$ cat src/sv/alpha_trimmed_mean_3x3_defines.svh
// ----------------------------------------------------------------------------
// Alpha-trimmed mean 3x3: assertion macros
// Shared assertion helpers. Each check is sampled on the rising clock edge and
// is switched off while reset is held.
// ----------------------------------------------------------------------------
`ifndef ALPHA_TRIMMED_MEAN_3X3_DEFINES_SVH
`define ALPHA_TRIMMED_MEAN_3X3_DEFINES_SVH

// The consequent must hold in the same cycle as the antecedent.
`define ATM_ASSERT_SAME(label, clk, rst_n, ante, cons) \
  label: assert property (@(posedge clk) disable iff (!rst_n) (ante) |-> (cons)) \
    else $error("atm: same-cycle check failed");

// The consequent must hold in the cycle after the antecedent.
`define ATM_ASSERT_NEXT(label, clk, rst_n, ante, cons) \
  label: assert property (@(posedge clk) disable iff (!rst_n) (ante) |=> (cons)) \
    else $error("atm: next-cycle check failed");

`endif

$ cat src/sv/atm_pkg.sv
// ----------------------------------------------------------------------------
// Alpha-trimmed mean 3x3: shared package
// Constants and status types used by the sorter, the queue, the mean unit
// and the top level.
// ----------------------------------------------------------------------------
package atm_pkg;

  // Default sample width.
  localparam int SAMPLE_BITS = 8;

  // Window geometry.
  localparam int WIN_SIZE = 9;
  localparam int MID     = (WIN_SIZE - 1) / 2;

  // Trim register.
  localparam int                  TRIM_BITS  = 3;
  localparam int                  MAX_TRIM   = 4;
  localparam logic [TRIM_BITS-1:0] TRIM_RESET = 3'd1;

  // Width of the number of kept samples (at most nine).
  localparam int DIV_W = 4;

  // Depth of the queue between the sorter and the mean unit.
  localparam int QUEUE_DEPTH = 2;

  // Status of the sorting front end.
  typedef struct packed {
    logic busy;
  } atm_front_sts_t;

  // Status of the mean back end.
  typedef struct packed {
    logic busy;
    logic load;
    logic div_ok;
  } atm_back_sts_t;

endpackage

$ cat src/sv/atm_if.sv
// ----------------------------------------------------------------------------
// Alpha-trimmed mean 3x3: channel interfaces
// Valid/ready channels for the window input, the result output and the
// trim register write port.
// ----------------------------------------------------------------------------

// One 3x3 window per beat.
interface atm_win_if #(
  parameter int W = atm_pkg::SAMPLE_BITS
);
  logic         valid;
  logic         ready;
  logic [W-1:0] sample_0;
  logic [W-1:0] sample_1;
  logic [W-1:0] sample_2;
  logic [W-1:0] sample_3;
  logic [W-1:0] sample_4;
  logic [W-1:0] sample_5;
  logic [W-1:0] sample_6;
  logic [W-1:0] sample_7;
  logic [W-1:0] sample_8;

  modport source (
    output valid, sample_0, sample_1, sample_2, sample_3, sample_4,
           sample_5, sample_6, sample_7, sample_8,
    input  ready
  );
  modport sink (
    input  valid, sample_0, sample_1, sample_2, sample_3, sample_4,
           sample_5, sample_6, sample_7, sample_8,
    output ready
  );
endinterface

// One trimmed mean per beat.
interface atm_res_if #(
  parameter int W = atm_pkg::SAMPLE_BITS
);
  logic         valid;
  logic         ready;
  logic [W-1:0] trimmed_mean;

  modport source (output valid, trimmed_mean, input ready);
  modport sink   (input valid, trimmed_mean, output ready);
endinterface

// Trim register write port.
interface atm_cfg_if;
  logic                           valid;
  logic                           ready;
  logic [atm_pkg::TRIM_BITS-1:0] trim_count;

  modport source (output valid, trim_count, input ready);
  modport sink   (input valid, trim_count, output ready);
endinterface

$ cat src/sv/alpha_trimmed_mean_3x3.sv
// Throughput: one window per cycle while the output is not stalled; the sort pipe
// (nine rounds) and the mean pipe (four stages, one sum-by-reciprocal multiply, 12x13
// bits for 8-bit samples) each take a beat every cycle unless the output stalls.
// The two-entry queue between them lets either side stall.
// Reset: asynchronous, active low; clears all valid bits and sets trim_count to 1.
// ----------------------------------------------------------------------------
// Alpha-trimmed mean 3x3: top level
// Sorts a 3x3 window, drops trim_count samples from each end and returns the
// floor mean of the rest. A trim above four acts as four (the median).
// ----------------------------------------------------------------------------
`include "alpha_trimmed_mean_3x3_defines.svh"

module alpha_trimmed_mean_3x3 #(
  parameter int SAMPLE_BITS = atm_pkg::SAMPLE_BITS,
  parameter int QUEUE_DEPTH = atm_pkg::QUEUE_DEPTH
) (
  input  logic      clk_i,
  input  logic      rst_ni,
  atm_cfg_if.sink   cfg_i,
  atm_win_if.sink   win_i,
  atm_res_if.source res_o
);
  import atm_pkg::*;

  localparam int WIN_W = WIN_SIZE * SAMPLE_BITS;

  logic [TRIM_BITS-1:0]                   trim_q;
  logic [WIN_SIZE-1:0][SAMPLE_BITS-1:0]   win_data;
  logic [WIN_SIZE-1:0][SAMPLE_BITS-1:0]   sorted_data;
  logic [WIN_SIZE-1:0][SAMPLE_BITS-1:0]   queued_data;
  logic                                   sort_valid, sort_ready;
  logic                                   queue_valid, queue_ready;
  atm_front_sts_t                         front_sts;
  atm_back_sts_t                          back_sts;

  // Trim register; a write is always taken.
  assign cfg_i.ready = 1'b1;

  always_ff @(posedge clk_i or negedge rst_ni) begin
    if (!rst_ni) begin
      trim_q <= TRIM_RESET;
    end else if (cfg_i.valid) begin
      trim_q <= cfg_i.trim_count;
    end
  end

  // Gather the window in row-major order.
  assign win_data = {win_i.sample_8, win_i.sample_7, win_i.sample_6,
                     win_i.sample_5, win_i.sample_4, win_i.sample_3,
                     win_i.sample_2, win_i.sample_1, win_i.sample_0};

  // Front end: sorting network pipe.
  atm_sort #(
    .SB (SAMPLE_BITS)
  ) u_sort (
    .clk_i       (clk_i),
    .rst_ni      (rst_ni),
    .in_valid_i  (win_i.valid),
    .in_ready_o  (win_i.ready),
    .in_data_i   (win_data),
    .out_valid_o (sort_valid),
    .out_ready_i (sort_ready),
    .out_data_o  (sorted_data),
    .sts_o       (front_sts)
  );

  // Queue of sorted windows.
  atm_fifo #(
    .WIDTH (WIN_W),
    .DEPTH (QUEUE_DEPTH)
  ) u_fifo (
    .clk_i       (clk_i),
    .rst_ni      (rst_ni),
    .in_valid_i  (sort_valid),
    .in_ready_o  (sort_ready),
    .in_data_i   (sorted_data),
    .out_valid_o (queue_valid),
    .out_ready_i (queue_ready),
    .out_data_o  (queued_data)
  );

  // Back end: trimmed sum and division.
  atm_mean #(
    .SB (SAMPLE_BITS)
  ) u_mean (
    .clk_i       (clk_i),
    .rst_ni      (rst_ni),
    .trim_i      (trim_q),
    .in_valid_i  (queue_valid),
    .in_ready_o  (queue_ready),
    .in_data_i   (queued_data),
    .res_valid_o (res_o.valid),
    .res_ready_i (res_o.ready),
    .res_data_o  (res_o.trimmed_mean),
    .sts_o       (back_sts)
  );

  // An accepted window is inside the sort pipe on the next cycle.
  `ATM_ASSERT_NEXT(a_accept_busy, clk_i, rst_ni, win_i.valid && win_i.ready, front_sts.busy)

  // The corrected quotient leaves a remainder below the kept count.
  `ATM_ASSERT_SAME(a_div_exact, clk_i, rst_ni, back_sts.load, back_sts.div_ok)

  // A register write lands in the trim register.
  `ATM_ASSERT_NEXT(a_cfg_write, clk_i, rst_ni, cfg_i.valid && cfg_i.ready, trim_q == $past(cfg_i.trim_count))

endmodule

$ cat src/sv/atm_sort.sv
// ----------------------------------------------------------------------------
// Alpha-trimmed mean 3x3: sorting front end
// Odd-even transposition sort of the nine samples, one round per pipeline
// stage. The whole pipe advances whenever its last stage can drain.
// ----------------------------------------------------------------------------
module atm_sort #(
  parameter int SB = atm_pkg::SAMPLE_BITS
) (
  input  logic                                     clk_i,
  input  logic                                     rst_ni,
  input  logic                                     in_valid_i,
  output logic                                     in_ready_o,
  input  logic [atm_pkg::WIN_SIZE-1:0][SB-1:0]     in_data_i,
  output logic                                     out_valid_o,
  input  logic                                     out_ready_i,
  output logic [atm_pkg::WIN_SIZE-1:0][SB-1:0]     out_data_o,
  output atm_pkg::atm_front_sts_t                  sts_o
);
  import atm_pkg::*;

  localparam int ROUNDS = WIN_SIZE;

  logic [ROUNDS-1:0]                           valid_q;
  logic [ROUNDS-1:0][WIN_SIZE-1:0][SB-1:0]     stage_q;
  logic [ROUNDS-1:0][WIN_SIZE-1:0][SB-1:0]     round_d;
  logic                                        adv;

  // The pipe moves when its last stage is empty or being taken.
  assign adv        = !valid_q[ROUNDS-1] || out_ready_i;
  assign in_ready_o = adv;

  // One compare-exchange round per stage, even and odd pairs alternating.
  for (genvar r = 0; r < ROUNDS; r++) begin : g_round
    logic [WIN_SIZE-1:0][SB-1:0] src;

    if (r == 0) begin : g_first
      assign src = in_data_i;
    end else begin : g_next
      assign src = stage_q[r-1];
    end

    always_comb begin
      round_d[r] = src;
      for (int j = r % 2; j + 1 < WIN_SIZE; j += 2) begin
        if (src[j] > src[j+1]) begin
          round_d[r][j]   = src[j+1];
          round_d[r][j+1] = src[j];
        end
      end
    end
  end

  // Stage valid bits.
  always_ff @(posedge clk_i or negedge rst_ni) begin
    if (!rst_ni) begin
      valid_q <= '0;
    end else if (adv) begin
      valid_q <= {valid_q[ROUNDS-2:0], in_valid_i};
    end
  end

  // Stage payload.
  always_ff @(posedge clk_i) begin
    if (adv) begin
      stage_q <= round_d;
    end
  end

  assign out_valid_o = valid_q[ROUNDS-1];
  assign out_data_o  = stage_q[ROUNDS-1];
  assign sts_o.busy  = |valid_q;

endmodule

$ cat src/sv/atm_fifo.sv
// ----------------------------------------------------------------------------
// Alpha-trimmed mean 3x3: decoupling queue
// Small register queue between the sorter and the mean unit, so that each
// side can stall without holding the other.
// ----------------------------------------------------------------------------
module atm_fifo #(
  parameter int WIDTH = atm_pkg::WIN_SIZE * atm_pkg::SAMPLE_BITS,
  parameter int DEPTH = atm_pkg::QUEUE_DEPTH
) (
  input  logic             clk_i,
  input  logic             rst_ni,
  input  logic             in_valid_i,
  output logic             in_ready_o,
  input  logic [WIDTH-1:0] in_data_i,
  output logic             out_valid_o,
  input  logic             out_ready_i,
  output logic [WIDTH-1:0] out_data_o
);
  import atm_pkg::*;

  localparam int PTR_W = (DEPTH > 1) ? $clog2(DEPTH) : 1;
  localparam int CNT_W = $clog2(DEPTH + 1);

  logic [DEPTH-1:0][WIDTH-1:0] mem_q;
  logic [PTR_W-1:0]            wr_ptr_q, wr_ptr_d;
  logic [PTR_W-1:0]            rd_ptr_q, rd_ptr_d;
  logic [CNT_W-1:0]            cnt_q, cnt_d;
  logic                        push, pop;

  assign in_ready_o  = cnt_q != CNT_W'(DEPTH);
  assign out_valid_o = cnt_q != '0;
  assign push        = in_valid_i && in_ready_o;
  assign pop         = out_valid_o && out_ready_i;
  assign out_data_o  = mem_q[rd_ptr_q];

  // Pointer and occupancy update.
  always_comb begin
    wr_ptr_d = wr_ptr_q;
    rd_ptr_d = rd_ptr_q;
    cnt_d    = cnt_q;
    if (push) begin
      wr_ptr_d = (wr_ptr_q == PTR_W'(DEPTH - 1)) ? '0 : wr_ptr_q + 1'b1;
    end
    if (pop) begin
      rd_ptr_d = (rd_ptr_q == PTR_W'(DEPTH - 1)) ? '0 : rd_ptr_q + 1'b1;
    end
    if (push && !pop) begin
      cnt_d = cnt_q + 1'b1;
    end else if (pop && !push) begin
      cnt_d = cnt_q - 1'b1;
    end
  end

  always_ff @(posedge clk_i or negedge rst_ni) begin
    if (!rst_ni) begin
      wr_ptr_q <= '0;
      rd_ptr_q <= '0;
      cnt_q    <= '0;
    end else begin
      wr_ptr_q <= wr_ptr_d;
      rd_ptr_q <= rd_ptr_d;
      cnt_q    <= cnt_d;
    end
  end

  // Entry storage.
  always_ff @(posedge clk_i) begin
    if (push) begin
      mem_q[wr_ptr_q] <= in_data_i;
    end
  end

endmodule

$ cat src/sv/atm_mean.sv
// ----------------------------------------------------------------------------
// Alpha-trimmed mean 3x3: mean back end
// Sums the kept middle of a sorted window and divides by the number kept,
// using a reciprocal multiply with one correction step. Four stages, the
// last one being the output register.
// ----------------------------------------------------------------------------
module atm_mean #(
  parameter int SB = atm_pkg::SAMPLE_BITS
) (
  input  logic                                 clk_i,
  input  logic                                 rst_ni,
  input  logic [atm_pkg::TRIM_BITS-1:0]        trim_i,
  input  logic                                 in_valid_i,
  output logic                                 in_ready_o,
  input  logic [atm_pkg::WIN_SIZE-1:0][SB-1:0] in_data_i,
  output logic                                 res_valid_o,
  input  logic                                 res_ready_i,
  output logic [SB-1:0]                        res_data_o,
  output atm_pkg::atm_back_sts_t               sts_o
);
  import atm_pkg::*;

  localparam int PAIR_W   = SB + 1;
  localparam int SUM_BITS = SB + 4;
  localparam int RECIP_W  = SUM_BITS + 1;
  localparam int PROD_W   = SUM_BITS + RECIP_W;
  localparam int QD_W     = SUM_BITS + DIV_W;

  // Reciprocals floor(2^SUM_BITS / kept) for each possible kept count.
  localparam logic [RECIP_W-1:0] RECIP_1 = RECIP_W'((64'd1 << SUM_BITS) / 1);
  localparam logic [RECIP_W-1:0] RECIP_3 = RECIP_W'((64'd1 << SUM_BITS) / 3);
  localparam logic [RECIP_W-1:0] RECIP_5 = RECIP_W'((64'd1 << SUM_BITS) / 5);
  localparam logic [RECIP_W-1:0] RECIP_7 = RECIP_W'((64'd1 << SUM_BITS) / 7);
  localparam logic [RECIP_W-1:0] RECIP_9 = RECIP_W'((64'd1 << SUM_BITS) / 9);

  logic [3:0] valid_q;
  logic       adv;

  logic [TRIM_BITS-1:0]          trim_sat;
  logic [MID:0][PAIR_W-1:0]      pair_d, pair1_q;
  logic [TRIM_BITS-1:0]          trim1_q;

  logic [SUM_BITS-1:0]           sum_d, sum2_q, sum3_q;
  logic [RECIP_W-1:0]            recip_d, recip2_q;
  logic [DIV_W-1:0]              div_d, div2_q, div3_q;

  logic [PROD_W-1:0]             prod3_q;

  logic [SUM_BITS-1:0]           quot0, rem0, rem1, quot_d;
  logic [QD_W-1:0]               quot_div;
  logic [SB-1:0]                 res_q;

  assign adv        = !valid_q[3] || res_ready_i;
  assign in_ready_o = adv;

  // Stage 1: saturate the trim and form the kept pair sums around the median.
  assign trim_sat = (int'(trim_i) > MAX_TRIM) ? TRIM_BITS'(MAX_TRIM) : trim_i;

  always_comb begin
    pair_d[0] = PAIR_W'(in_data_i[MID]);
    for (int k = 1; k <= MID; k++) begin
      if (int'(trim_sat) + k <= MAX_TRIM) begin
        pair_d[k] = PAIR_W'(in_data_i[MID-k]) + PAIR_W'(in_data_i[MID+k]);
      end else begin
        pair_d[k] = '0;
      end
    end
  end

  // Stage 2: total of the kept samples, the kept count and its reciprocal.
  always_comb begin
    sum_d = '0;
    for (int k = 0; k <= MID; k++) begin
      sum_d = sum_d + SUM_BITS'(pair1_q[k]);
    end
  end

  assign div_d = DIV_W'(WIN_SIZE) - DIV_W'({trim1_q, 1'b0});

  always_comb begin
    case (trim1_q)
      3'd0:    recip_d = RECIP_9;
      3'd1:    recip_d = RECIP_7;
      3'd2:    recip_d = RECIP_5;
      3'd3:    recip_d = RECIP_3;
      default: recip_d = RECIP_1;
    endcase
  end

  // Stage 4: estimated quotient is low by at most one; fix it up.
  assign quot0    = prod3_q[SUM_BITS +: SUM_BITS];
  assign quot_div = QD_W'(quot0) * QD_W'(div3_q);
  assign rem0     = sum3_q - quot_div[SUM_BITS-1:0];

  always_comb begin
    if (rem0 >= SUM_BITS'(div3_q)) begin
      quot_d = quot0 + 1'b1;
      rem1   = rem0 - SUM_BITS'(div3_q);
    end else begin
      quot_d = quot0;
      rem1   = rem0;
    end
  end

  // Stage valid bits.
  always_ff @(posedge clk_i or negedge rst_ni) begin
    if (!rst_ni) begin
      valid_q <= '0;
    end else if (adv) begin
      valid_q <= {valid_q[2:0], in_valid_i};
    end
  end

  // Stage payload; stage 3 holds the reciprocal product.
  always_ff @(posedge clk_i) begin
    if (adv) begin
      pair1_q  <= pair_d;
      trim1_q  <= trim_sat;
      sum2_q   <= sum_d;
      recip2_q <= recip_d;
      div2_q   <= div_d;
      sum3_q   <= sum2_q;
      div3_q   <= div2_q;
      prod3_q  <= PROD_W'(sum2_q) * PROD_W'(recip2_q);
      res_q    <= quot_d[SB-1:0];
    end
  end

  assign res_valid_o  = valid_q[3];
  assign res_data_o   = res_q;
  assign sts_o.busy   = |valid_q;
  assign sts_o.load   = adv && valid_q[2];
  assign sts_o.div_ok = rem1 < SUM_BITS'(div3_q);

endmodule

$ cat src/flat_wrapper.sv
// flat-port wrapper written by rule: the top's interface ports become plain ports
module alpha_trimmed_mean_3x3_flat import atm_pkg::*;
#(
  parameter int SAMPLE_BITS = atm_pkg::SAMPLE_BITS,
  parameter int QUEUE_DEPTH = atm_pkg::QUEUE_DEPTH
)
  (clk_i, rst_ni, cfg_i_valid, cfg_i_trim_count, cfg_i_ready, win_i_valid, win_i_sample_0, win_i_sample_1, win_i_sample_2, win_i_sample_3, win_i_sample_4, win_i_sample_5, win_i_sample_6, win_i_sample_7, win_i_sample_8, win_i_ready, res_o_valid, res_o_trimmed_mean, res_o_ready);
  atm_cfg_if cfg_i_i ();
  atm_win_if #(.W(SAMPLE_BITS)) win_i_i ();
  atm_res_if #(.W(SAMPLE_BITS)) res_o_i ();
  input  logic clk_i;
  input  logic rst_ni;
  input wire logic [$bits(cfg_i_i.valid)-1:0] cfg_i_valid;
  input wire logic [$bits(cfg_i_i.trim_count)-1:0] cfg_i_trim_count;
  output wire logic [$bits(cfg_i_i.ready)-1:0] cfg_i_ready;
  input wire logic [$bits(win_i_i.valid)-1:0] win_i_valid;
  input wire logic [$bits(win_i_i.sample_0)-1:0] win_i_sample_0;
  input wire logic [$bits(win_i_i.sample_1)-1:0] win_i_sample_1;
  input wire logic [$bits(win_i_i.sample_2)-1:0] win_i_sample_2;
  input wire logic [$bits(win_i_i.sample_3)-1:0] win_i_sample_3;
  input wire logic [$bits(win_i_i.sample_4)-1:0] win_i_sample_4;
  input wire logic [$bits(win_i_i.sample_5)-1:0] win_i_sample_5;
  input wire logic [$bits(win_i_i.sample_6)-1:0] win_i_sample_6;
  input wire logic [$bits(win_i_i.sample_7)-1:0] win_i_sample_7;
  input wire logic [$bits(win_i_i.sample_8)-1:0] win_i_sample_8;
  output wire logic [$bits(win_i_i.ready)-1:0] win_i_ready;
  output wire logic [$bits(res_o_i.valid)-1:0] res_o_valid;
  output wire logic [$bits(res_o_i.trimmed_mean)-1:0] res_o_trimmed_mean;
  input wire logic [$bits(res_o_i.ready)-1:0] res_o_ready;
  assign cfg_i_i.valid = cfg_i_valid;
  assign cfg_i_i.trim_count = cfg_i_trim_count;
  assign cfg_i_ready = cfg_i_i.ready;
  assign win_i_i.valid = win_i_valid;
  assign win_i_i.sample_0 = win_i_sample_0;
  assign win_i_i.sample_1 = win_i_sample_1;
  assign win_i_i.sample_2 = win_i_sample_2;
  assign win_i_i.sample_3 = win_i_sample_3;
  assign win_i_i.sample_4 = win_i_sample_4;
  assign win_i_i.sample_5 = win_i_sample_5;
  assign win_i_i.sample_6 = win_i_sample_6;
  assign win_i_i.sample_7 = win_i_sample_7;
  assign win_i_i.sample_8 = win_i_sample_8;
  assign win_i_ready = win_i_i.ready;
  assign res_o_valid = res_o_i.valid;
  assign res_o_trimmed_mean = res_o_i.trimmed_mean;
  assign res_o_i.ready = res_o_ready;
  alpha_trimmed_mean_3x3 #(.SAMPLE_BITS(SAMPLE_BITS), .QUEUE_DEPTH(QUEUE_DEPTH)) u_core (.clk_i(clk_i), .rst_ni(rst_ni), .cfg_i(cfg_i_i), .win_i(win_i_i), .res_o(res_o_i));
endmodule
$ cat config.mk
export PLATFORM = sky130hd
export DESIGN_NAME = alpha_trimmed_mean_3x3_flat
export DESIGN_NICKNAME = d
export VERILOG_FILES = /design/src/sv/atm_pkg.sv /design/src/sv/atm_if.sv /design/src/sv/alpha_trimmed_mean_3x3.sv /design/src/sv/atm_sort.sv /design/src/sv/atm_fifo.sv /design/src/sv/atm_mean.sv /design/src/flat_wrapper.sv
export VERILOG_INCLUDE_DIRS = /design/src /design/src/sv
export SDC_FILE = /design/constraint.sdc
export NUM_CORES = 2
export LEC_CHECK = 0
export ABC_AREA = 1
export BUFFER_PORTS_ARGS = -buffer_cell sky130_fd_sc_hd__clkbuf_2
export CAP_MARGIN = 25
export CORE_ASPECT_RATIO = 1.5
export CORE_MARGIN = 2
export CORE_UTILIZATION = 46
export DETAILED_ROUTE_END_ITERATION = 16
export SKIP_LAST_GASP = 1
export SYNTH_ARGS = -nofsm -noshare
export SYNTH_HDL_FRONTEND = slang
export SYNTH_HIERARCHICAL = 1
export SYNTH_SLANG_ARGS = --single-unit
$ cat constraint.sdc
create_clock -name clk_i -period 10.6 [get_ports clk_i]
set_input_delay 1.06 -clock clk_i [delete_from_list [all_inputs] [get_ports clk_i]]
set_output_delay 1.06 -clock clk_i [all_outputs]
set_load 0.05 [all_outputs]
==> results by group <==
Routing
  – Routed WL: 113 mm
  – Vias: 36500
  – Remaining antenna violation count: 0
  – First DRT Iteration DRCs: 1460
  – Wirelength per Cell: 15.3 um
  – Remaining DRCs: 0
  – DRT Pass-1 Iters: 7
  – Via/cell ratio: 4.95

Clocking
  – Clock root cell: clkbuf_16
  – Post-CTS setup buffers: 0
  – Clock slew at reported path FFs: 0.06 ns
  – Worst-skew pair later-pin latency: 0.70 ns
  – CTS tree: built
  – CTS Sinks: 921
  – H-tree depth: 3
  – Num CTS Buffers: 92
  – Max Buffers Root-to-Sink: 3
  – Hold_buf cts: 0
  – Cts repair resizes: 0

Setup path
  – Startpoint Class: register
  – Top cell by count, worst path: fa_1
  – Crit-path cells: nand2_1, fa_1, inv_1, fa_1, fa_1, fa_1, fa_1, ha_1, a21oi_1, a21boi_0, o221ai_1, a21oi_1, o21bai_1, nand2_1, o21bai_1, xor2_1
  – Critical path fanouts, max: 13
  – Crit-path slowest cell: edfxtp_1
  – Crit Reg-Reg Startpoint: u_core/u_mean/sum2_q[5]$_DFFE_PN_
  – Setup Crit Path Kind: reg -> reg
  – WP data required: 11.04 ns
  – Worst Setup SP: u_core/u_mean/sum2_q[5]$_DFFE_PN_
  – CP endpoint kind: register
  – Worst EP arrival: 5.95 ns
  – CP peak stage delay: 0.67 ns

STA
  – Hold Violations, Final: 0
  – Worst Max-Slew Pin Slew: 1.14 ns
  – Worst Hold Slack: 0.363 ns
  – Max Freq: 0.182 GHz
  – Max-slew violation count: 0
  – Fin Clk Skew: 0.0286 ns
  – Period minus WS final: 5.51 ns
  – Slew headroom: 23.9%
  – Setup Viol. Count Final: 0
  – Unrepaired setup endpoints after global routing: false
  – Fin crit share: 52.0%
  – Setup_tns: 0 ns

Synth
  – Yosys warning count: 6
  – Syn Nets: 6328
  – Post-synthesis cell count: 5672
  – Mapped Avg Cell Area: 9.97 um2
  – Cell area after synthesis: 56600 um2

Cells and area
  – Layout cell share with drive strength beyond 1: 16.8%
  – Layout net count: 6367
  – Area Growth Syn to Fin: 7.58%

Die
  – Die area: 126000 um2
  – Starting density of the core: 46.4%
  – Die span in x: 290 um
  – IO Pins: 91
  – Rows: 157
  – Die height: 434 um
  – Core region area: 122000 um2

Global routing
  – Vias in the first global route: 36900
  – Largest net degree at the start of global routing: 191
  – Initial antenna violation count: 1
  – First-pass GRT wire length: 184 mm
  – Grt total ovfl: 0
  – GRT Resource Usage Total: 18.3%

Placed design
  – PortBufs: 89
  – Post-DP HPWL: 86.8 mm
  – RD Place Congestion: 0.867

Flow run
  – Max cap viols: 0

Status
  – Outcome: completed

Min path
  – Hold Path Class: in -> async
==> per-stage QoR <==
stage | cells | setup WS [ns] | area (um2) | utilization (%)
2_1_floorplan | 5672 | 1.10 | 56600 | -
3_3_place_gp | 7207 | 5.27 | 57700 | 47.3
3_5_place_dp | 7207 | 5.12 | 57700 | 47.3
4_1_cts | 7374 | 5.09 | 60900 | 49.9
5_1_grt | 7375 | 4.85 | 60900 | 49.9
6_report | 7375 | 5.09 | 60900 | 49.9
==> sequential cells by signal (all words and copies together), names as in the netlist, 8 cells and up <==
signal / count
u_core/u_sort/out_data_o: 72
u_core/u_fifo/mem_q: 144
u_core/u_mean/sum3_q: 12
u_core/u_mean/res_data_o: 8
u_core/u_sort/g_round.src: 576
u_core/u_sort/valid_q: 9
u_core/u_mean/prod3_q: 12
u_core/u_mean/recip2_q: 12
u_core/u_mean/sum2_q: 12
u_core/u_mean/pair1_q: 44
==> cells in the final DEF (no fill, tap or decap), types with 94 or more instances in the layout <==
cell type / n
nand3_1: 606
nor2_1: 98
edfxtp_1: 901
ha_1: 429
inv_1: 698
inv_2: 94
fa_1: 147
a21oi_1: 140
nand2_2: 435
nand2_1: 1575
==> path summary, 6_finish.rpt <==
| path | slack [ns] | cells past startpoint | endpoint |
|---|---|---|---|
| worst min-delay path | 0.36 | 1 | u_core/trim_q[2]$_DFFE_PN0P_ |
| max in group asynchronous | 9.81 | 1 | u_core/u_fifo/rd_ptr_q$_DFFE_PN0P_ |
| worst max register to register | 5.09 | 16 | u_core/u_mean/prod3_q[22]$_DFFE_PN_ |
| min in group clk_i | 0.42 | 0 | u_core/u_sort/g_round[4].src[4]$_DFFE_PP_ |
| worst max-delay path | 5.09 | 16 | u_core/u_mean/prod3_q[22]$_DFFE_PN_ |
| worst min register to register | 0.42 | 0 | u_core/u_sort/g_round[4].src[4]$_DFFE_PP_ |
==> cell type report <==
cell class,count,area (um2)
repair buffers,104,571
clock buffers,107,2360
multi-input cells,3799,24600
flip-flops and latches,921,27600
fillers,11200,61100
inverters,793,2980
clock inverters,60,797
well taps,1590,1990
diodes,1,2.50
==> worst max-delay path, delay by kind of cell, from the launching register on <==
kind | cells | cell delay, ns
DFF | 1 | 0.67
and+or+nand+nor | 2 | 0.28
adders and majority gates | 6 | 2.84
buffers and inverters | 1 | 0.06
AOI/OAI and AO/OA | 6 | 1.26
xor gates and xnor gates | 1 | 0.15
==> per-layer routing <==
layer  vias to the layer above  track usage [%]  share of wire, %
li1                      18600                -                 -
met1                     17200             16.4                33
met2                       483             38.7                59
met3                       217             2.03               2.5
met4                         0             9.66               5.1
met5                         -                0                 0
Power is left out: the tool's default activity adds up to more than one toggle a clock period on the data nets, which glitch-free logic cannot reach.
